[src/rtl/core/dot_pkg.sv]
// Package for the debounced occupancy toggle with timeout.
// Holds the item types, code constants, widths and register reset values.
// No dependencies; every other file imports it.
`default_nettype none

package dot_pkg;

  // Widths of state and configuration
  localparam int unsigned DebW     = 8;
  localparam int unsigned SteadyW  = 9;
  localparam int unsigned OccW     = 20;
  localparam int unsigned CfgDataW = 20;
  localparam int unsigned CfgIdxW  = 3;

  // Saturation limits of the two counters
  localparam logic [SteadyW-1:0] SteadyMax = {SteadyW{1'b1}};
  localparam logic [OccW-1:0]    OccMax    = {OccW{1'b1}};

  // Register reset values
  localparam logic [DebW-1:0] DebTicksRst     = 8'd20;
  localparam logic [OccW-1:0] TimeoutTicksRst = 20'd2000;

  // Register indexes on the configuration port
  typedef enum logic [CfgIdxW-1:0] {
    REG_DEBOUNCE_TICKS = 3'd0,
    REG_TIMEOUT_TICKS  = 3'd1,
    REG_ALARM_ENABLE   = 3'd2,
    REG_RED_ENABLE     = 3'd3,
    REG_GREEN_ENABLE   = 3'd4
  } reg_idx_e;

  // Remote event codes
  typedef enum logic [1:0] {
    MODE_NONE = 2'd0,
    MODE_IN   = 2'd1,
    MODE_OUT  = 2'd2
  } mode_e;

  // Announcement codes
  typedef enum logic [1:0] {
    ANN_NONE = 2'd0,
    ANN_IN   = 2'd1,
    ANN_OUT  = 2'd2
  } ann_e;

  // Button level
  localparam logic LevelReleased = 1'b1;
  localparam logic LevelPressed  = 1'b0;

  // Input item: one tick
  typedef struct packed {
    logic       button_level;
    logic [1:0] mode;
  } dot_in_t;

  // Result item
  typedef struct packed {
    logic       alarm_out;
    logic       red_out;
    logic       green_out;
    logic       occupied;
    logic [1:0] announce;
    logic       timeout_fired;
  } dot_out_t;

  // Lamp and alarm enables passed to the occupancy stage
  typedef struct packed {
    logic alarm_en;
    logic red_en;
    logic green_en;
  } dot_lamp_en_t;

endpackage

`default_nettype wire

[src/rtl/core/dot_debounce.sv]
// Button debouncer: raw level tracking, steady counter and stable level.
// Depends on dot_pkg. Emits a one-tick press flag on a confirmed falling edge.
`default_nettype none

module dot_debounce
  import dot_pkg::*;
(
  input  wire logic            clk_i,
  input  wire logic            rst_ni,
  input  wire logic            step_i,
  input  wire logic            raw_i,
  input  wire logic [DebW-1:0] deb_ticks_i,
  output logic                 press_o
);

  logic               last_raw_q, last_raw_d;
  logic               stable_q, stable_d;
  logic [SteadyW-1:0] steady_q, steady_d;

  // Restart on a raw change, otherwise count up to saturation
  always_comb begin
    last_raw_d = last_raw_q;
    steady_d   = steady_q;
    if (raw_i != last_raw_q) begin
      last_raw_d = raw_i;
      steady_d   = '0;
    end else if (steady_q != SteadyMax) begin
      steady_d = steady_q + SteadyW'(1);
    end
  end

  // Accept the level once steady for strictly more than the threshold
  always_comb begin
    stable_d = stable_q;
    press_o  = 1'b0;
    if ((steady_d > {1'b0, deb_ticks_i}) && (raw_i != stable_q)) begin
      stable_d = raw_i;
      press_o  = (raw_i == LevelPressed);
    end
  end

  always_ff @(posedge clk_i or negedge rst_ni) begin
    if (!rst_ni) begin
      last_raw_q <= LevelReleased;
      stable_q   <= LevelReleased;
      steady_q   <= '0;
    end else if (step_i) begin
      last_raw_q <= last_raw_d;
      stable_q   <= stable_d;
      steady_q   <= steady_d;
    end
  end

endmodule

`default_nettype wire

[src/rtl/core/dot_occupancy.sv]
// Occupancy state, timeout counter and result item formation.
// Depends on dot_pkg. Takes the press flag from dot_debounce.
`default_nettype none

module dot_occupancy
  import dot_pkg::*;
(
  input  wire logic            clk_i,
  input  wire logic            rst_ni,
  input  wire logic            step_i,
  input  wire logic            press_i,
  input  wire logic [1:0]      mode_i,
  input  wire logic [OccW-1:0] timeout_ticks_i,
  input  wire dot_lamp_en_t    lamp_en_i,
  output dot_out_t             result_o
);

  logic            occ_q, occ_d;
  logic [OccW-1:0] cnt_q, cnt_d;
  logic [OccW-1:0] cnt_inc;
  logic            fired;
  logic [1:0]      ann;

  // Timeout check, then press toggle, then remote event
  always_comb begin
    occ_d   = occ_q;
    cnt_d   = cnt_q;
    cnt_inc = cnt_q;
    fired   = 1'b0;
    ann     = ANN_NONE;
    if (occ_q) begin
      if (cnt_q != OccMax) begin
        cnt_inc = cnt_q + OccW'(1);
      end
      cnt_d = cnt_inc;
      if (cnt_inc >= timeout_ticks_i) begin
        fired = 1'b1;
        occ_d = 1'b0;
        cnt_d = '0;
      end
    end
    if (!fired) begin
      if (press_i) begin
        occ_d = ~occ_q;
        ann   = occ_q ? ANN_OUT : ANN_IN;
        cnt_d = '0;
      end
      case (mode_i)
        MODE_IN: begin
          occ_d = 1'b1;
          ann   = ANN_IN;
          cnt_d = '0;
        end
        MODE_OUT: begin
          occ_d = 1'b0;
          ann   = ANN_OUT;
          cnt_d = '0;
        end
        default: ;
      endcase
    end
  end

  // Result item from the state after this tick
  always_comb begin
    result_o.alarm_out     = occ_d & lamp_en_i.alarm_en;
    result_o.red_out       = occ_d & lamp_en_i.red_en;
    result_o.green_out     = ~occ_d & lamp_en_i.green_en;
    result_o.occupied      = occ_d;
    result_o.announce      = ann;
    result_o.timeout_fired = fired;
  end

  always_ff @(posedge clk_i or negedge rst_ni) begin
    if (!rst_ni) begin
      occ_q <= 1'b0;
      cnt_q <= '0;
    end else if (step_i) begin
      occ_q <= occ_d;
      cnt_q <= cnt_d;
    end
  end

endmodule

`default_nettype wire

[src/rtl/core/debounced_occupancy_toggle_timeout.sv]
// Top level: input register, debounce and occupancy logic, result register.
// Depends on dot_pkg, dot_debounce and dot_occupancy.
//
//   channel   direction  handshake                 payload
//   in        input      in_valid_i / in_stall_o   in_data_i  (dot_in_t)
//   out       output     out_valid_o / out_stall_i out_data_o (dot_out_t)
//   cfg       input      cfg_we_i                  cfg_idx_i, cfg_data_i
//
// One item per clock sustained while the output is not stalled; an accepted
// item is offered after passing the input register, then the result register.
// A stall on a waiting result holds both registers; in_stall_o follows
// out_stall_i in the same cycle while both registers hold items.
// Reset sets valid flags low, state to released/vacant, config to defaults.
`default_nettype none

module debounced_occupancy_toggle_timeout
  import dot_pkg::*;
(
  input  wire logic                clk_i,
  input  wire logic                rst_ni,
  input  wire logic                in_valid_i,
  output logic                     in_stall_o,
  input  wire dot_in_t             in_data_i,
  output logic                     out_valid_o,
  input  wire logic                out_stall_i,
  output dot_out_t                 out_data_o,
  input  wire logic                cfg_we_i,
  input  wire logic [CfgIdxW-1:0]  cfg_idx_i,
  input  wire logic [CfgDataW-1:0] cfg_data_i
);

  // Configuration registers
  logic [DebW-1:0] deb_ticks_q;
  logic [OccW-1:0] timeout_ticks_q;
  dot_lamp_en_t    lamp_en_q;

  always_ff @(posedge clk_i or negedge rst_ni) begin
    if (!rst_ni) begin
      deb_ticks_q        <= DebTicksRst;
      timeout_ticks_q    <= TimeoutTicksRst;
      lamp_en_q.alarm_en <= 1'b1;
      lamp_en_q.red_en   <= 1'b1;
      lamp_en_q.green_en <= 1'b1;
    end else if (cfg_we_i) begin
      case (reg_idx_e'(cfg_idx_i))
        REG_DEBOUNCE_TICKS: deb_ticks_q        <= cfg_data_i[DebW-1:0];
        REG_TIMEOUT_TICKS:  timeout_ticks_q    <= cfg_data_i[OccW-1:0];
        REG_ALARM_ENABLE:   lamp_en_q.alarm_en <= cfg_data_i[0];
        REG_RED_ENABLE:     lamp_en_q.red_en   <= cfg_data_i[0];
        REG_GREEN_ENABLE:   lamp_en_q.green_en <= cfg_data_i[0];
        default: ;
      endcase
    end
  end

  // Handshake: the compute step moves the input item into the result register
  logic     in_valid_q;
  dot_in_t  in_data_q;
  logic     out_valid_q;
  dot_out_t out_data_q;
  logic     step;
  logic     in_accept;
  logic     press;
  dot_out_t result;

  assign step       = in_valid_q && (!out_valid_q || !out_stall_i);
  assign in_stall_o = in_valid_q && !step;
  assign in_accept  = in_valid_i && !in_stall_o;

  // Input register
  always_ff @(posedge clk_i or negedge rst_ni) begin
    if (!rst_ni) begin
      in_valid_q <= 1'b0;
    end else if (in_accept) begin
      in_valid_q <= 1'b1;
    end else if (step) begin
      in_valid_q <= 1'b0;
    end
  end

  always_ff @(posedge clk_i) begin
    if (in_accept) begin
      in_data_q <= in_data_i;
    end
  end

  dot_debounce u_debounce (
    .clk_i       (clk_i),
    .rst_ni      (rst_ni),
    .step_i      (step),
    .raw_i       (in_data_q.button_level),
    .deb_ticks_i (deb_ticks_q),
    .press_o     (press)
  );

  dot_occupancy u_occupancy (
    .clk_i           (clk_i),
    .rst_ni          (rst_ni),
    .step_i          (step),
    .press_i         (press),
    .mode_i          (in_data_q.mode),
    .timeout_ticks_i (timeout_ticks_q),
    .lamp_en_i       (lamp_en_q),
    .result_o        (result)
  );

  // Result register
  always_ff @(posedge clk_i or negedge rst_ni) begin
    if (!rst_ni) begin
      out_valid_q <= 1'b0;
    end else if (step) begin
      out_valid_q <= 1'b1;
    end else if (!out_stall_i) begin
      out_valid_q <= 1'b0;
    end
  end

  always_ff @(posedge clk_i) begin
    if (step) begin
      out_data_q <= result;
    end
  end

  assign out_valid_o = out_valid_q;
  assign out_data_o  = out_data_q;

endmodule

`default_nettype wire

[config.mk]
export PLATFORM = sky130hd
export DESIGN_NAME = debounced_occupancy_toggle_timeout
export DESIGN_NICKNAME = d
export VERILOG_FILES = /design/src/rtl/core/dot_pkg.sv /design/src/rtl/core/dot_debounce.sv /design/src/rtl/core/dot_occupancy.sv /design/src/rtl/core/debounced_occupancy_toggle_timeout.sv
export SDC_FILE = /design/constraint.sdc
export NUM_CORES = 1
export LEC_CHECK = 0
export BUFFER_PORTS_ARGS = -buffer_cell sky130_fd_sc_hd__buf_2
export CORE_ASPECT_RATIO = 0.9
export CORE_UTILIZATION = 50
export CTS_BUF_LIST = sky130_fd_sc_hd__clkbuf_16
export DETAILED_ROUTE_END_ITERATION = 16
export GPL_TIMING_DRIVEN = 0
export MAX_ROUTING_LAYER = met4
export PLACE_DENSITY_LB_ADDON = 0.25
export SYNTH_ARGS = -nofsm -noshare
export SYNTH_HDL_FRONTEND = slang
export SYNTH_SLANG_ARGS = --single-unit
[constraint.sdc]
create_clock -name clk_i -period 7.3 [get_ports clk_i]
set_input_delay 1.095 -clock clk_i [delete_from_list [all_inputs] [get_ports clk_i]]
set_output_delay 1.095 -clock clk_i [all_outputs]
set_load 0.02 [all_outputs]
==> impl_metrics.json <==
{
  "status": "completed",
  "synth.most_common_cell": "nand2_1",
  "via_count": 3553,
  "cp.required_ns": 7.37,
  "pin_count": 40,
  "syn_inst": 474,
  "drtPass1Iterations": 5,
  "overflow": 0,
  "syn_area_um2": 4430,
  "wl_um": 9650,
  "synth_edf_count": 10,
  "maxCapViolations": 0,
  "grt_use_total_pct": 23.4,
  "yosysWarnings": 0,
  "drcViolationCount": 0,
  "finalHoldViolCount": 0,
  "drv_slew": 0,
  "root_buffer": "clkbuf_16",
  "synth_top_area_share_pct": 29.4,
  "hold_buffers": 0,
  "port_buffers": 39,
  "async_flop_share_pct": 86.7,
  "start_kind": "flip-flop",
  "fin_area_um2": 5080,
  "cts_buffer_depth": 2,
  "drive_gt1_share_pct": 17.2,
  "synth_area_leaders": "dfrtp_1 29%, ha_1 9.0%, dfstp_2 7.7%, edfxtp_1 6.8%, nand2_1 6.7%",
  "antennaDiodeCount": 0,
  "crit_path_end_kind": "flip-flop",
  "p_total_mw": 1.23,
  "die_x_um": 101,
  "avgSynthCellArea_um2": 9.35,
  "ant_nets": 0,
  "initial_core_util_pct": 51.7,
  "ys_seq_elements": 75,
  "die_h_um": 91.3,
  "grt_pass1_vias": 3389,
  "postLayoutCoreUtil_pct": 59.3,
  "power.density_nw_per_um2": 241,
  "yosysUniqueCellTypes": 55,
  "crit_type": "flip-flop to flip-flop",
  "dieArea_um2": 9250,
  "synth_seq_area_share_pct": 43.8,
  "gp_congestion": 0.886,
  "crit_fanout": 8,
  "synth_top_flop_cell": "dfrtp_1",
  "drt_iter0_drc": 231,
  "relSlewSlack_pct": 44.4,
  "nets": 587,
  "cts_buffers": 9,
  "period_share_pct": 61.1,
  "antenna_found_initial": 0,
  "clk_latency_ns": 0.33,
  "placed_cell_area_um2": 4780,
  "cts_tree": "done",
  "rsz0062_at_grt": "false",
  "cts_sinks": 75,
  "clkSlewWorstSetupHoldPaths_ns": 0.06,
  "vdd_drop_max_mv": 0.123,
  "std_cell_rows": 32,
  "setup_tns_ns": 0,
  "grt_pass1_wl_um": 16300,
  "period_minus_slack_ns": 4.46,
  "ctsHtreeMaxLevel": 3,
  "wire_per_inst_um": 14.9,
  "max_freq_ghz": 0.224,
  "setup_viol": 0,
  "hp-class": "flip-flop to flip-flop",
  "grt_max_degree": 66,
  "ys_top_cells_by_count": "79 x nand2_1, 52 x dfrtp_1, 40 x inv_1",
  "cts_resized": 0,
  "design.core.area_um2": 8570,
  "critPathArrivalTime_ns": 4.53,
  "place_hpwl_um": 7150,
  "avgViaCountPerCell": 5.48,
  "syn_to_final_growth_pct": 14.6,
  "cts_setup_buffers": 0,
  "yosys.area.top_type": "dfrtp_1",
  "fin_skew_ns": 0.00613,
  "worst_slew_pin_slew_ns": 0.834,
  "hold-worst-slack_ns": 0.479,
  "synth_fp_nets": 537,
  "leakagePower_nw": 2.29
}
-- through the flow --
step	worst slack, ns	std cells
after detailed placement	2.92	632
after global routing	2.54	648
after global placement	2.95	632
after CTS	2.91	648
after floorplan	3.65	474
final	2.84	648
-- layout make-up --
class	instances	area (um^2)
fillers	769	3490
multi-input cells	341	2260
flip-flops and latches	75	1940
clock buffers	9	225
repair buffers	39	198
inverters	41	154
well taps	119	149
clock inverters	7	73.8
plain buffers	17	72.6
-- power breakdown --
part | total [mW] | internal (mW) | switching, mW
Sequential | 0.519 | 0.492 | 0.0265
Clock | 0.444 | 0.266 | 0.178
Combinational | 0.263 | 0.104 | 0.159
-- routing by layer --
| metal | share of wire, % | vias to the layer above | GRT usage (%) |
|---|---|---|---|
| li1 | - | 1764 | - |
| met1 | 51 | 1671 | 33.3 |
| met2 | 44 | 102 | 33.9 |
| met3 | 4.6 | 16 | 5.39 |
| met4 | 0.92 | 0 | 5.43 |
| met5 | 0 | - | - |
-- state kept, by name, summed over array words and instances (netlist names) --
signal and cells:
timeout_ticks_q 20, u_occupancy.cnt_q 20, u_debounce.steady_q 9, deb_ticks_q 8, out_data_o 7, in_data_q 3
lamp_en_q 3, in_valid_q 1, out_valid_o 1, u_debounce.last_raw_q 1, u_debounce.stable_q 1, u_occupancy.occ_q 1
-- kinds of logic after synthesis --
logic type	synth area share (%)
AND/OR/NAND/NOR	18.5
AO/OA/AOI/OAI	16.7
flip-flops	43.8
buffers and inverters	5.11
adder cells (fa/ha/maj)	9.03
XOR/XNOR	4.35
multiplexers	2.48
-- cells in the final DEF, fill, tap and decap left out, drive strengths merged, types with 8 or more instances in the layout --
| cell | count |
|---|---|
| xor2 | 10 |
| ha | 32 |
| a21oi | 14 |
| nand4 | 13 |
| dfrtp | 52 |
| dfstp | 13 |
| mux2 | 8 |
| clkbuf | 24 |
| nor2 | 25 |
| xnor2 | 12 |
| o21ai | 41 |
| nand3 | 17 |
| a22o | 10 |
| edfxtp | 10 |
| nand2 | 79 |
| inv | 43 |
| buf | 41 |
-- path summary, 6_finish.rpt --
| kind | startpoint | endpoint | slack [ns] | cells past startpoint |
|---|---|---|---|---|
| max | u_occupancy.cnt_q[2]$_DFFE_PN0P_ | out_data_o[4]$_DFFE_PP_ | 2.84 | 15 |
| min | u_debounce.last_raw_q$_DFFE_PN1P_ | u_debounce.last_raw_q$_DFFE_PN1P_ | 0.48 | 2 |
| max reg2reg | u_occupancy.cnt_q[2]$_DFFE_PN0P_ | out_data_o[4]$_DFFE_PP_ | 2.84 | 15 |
| min reg2reg | u_debounce.last_raw_q$_DFFE_PN1P_ | u_debounce.last_raw_q$_DFFE_PN1P_ | 0.48 | 2 |
| max in group asynchronous | rst_ni | u_occupancy.cnt_q[4]$_DFFE_PN0P_ | 5.90 | 1 |
| min in group asynchronous | rst_ni | timeout_ticks_q[16]$_DFFE_PN0P_ | 0.86 | 1 |
-- critical path: stages, from the launching register on --
cell and delay [ns]:
dfrtp_1 0.32, buf_2 0.17, nand4_1 0.15, nor4_2 0.60, nand3_1 0.39, nand4_1 0.26
nand2b_1 0.15, nand2_1 0.07, ha_1 0.31, a41o_1 0.19, a21oi_1 0.17, o2bb2ai_1 0.13
o31a_1 0.33, a211o_2 0.36, a221oi_2 0.51, nor2b_1 0.09
(Power assumes the default switching activity.)
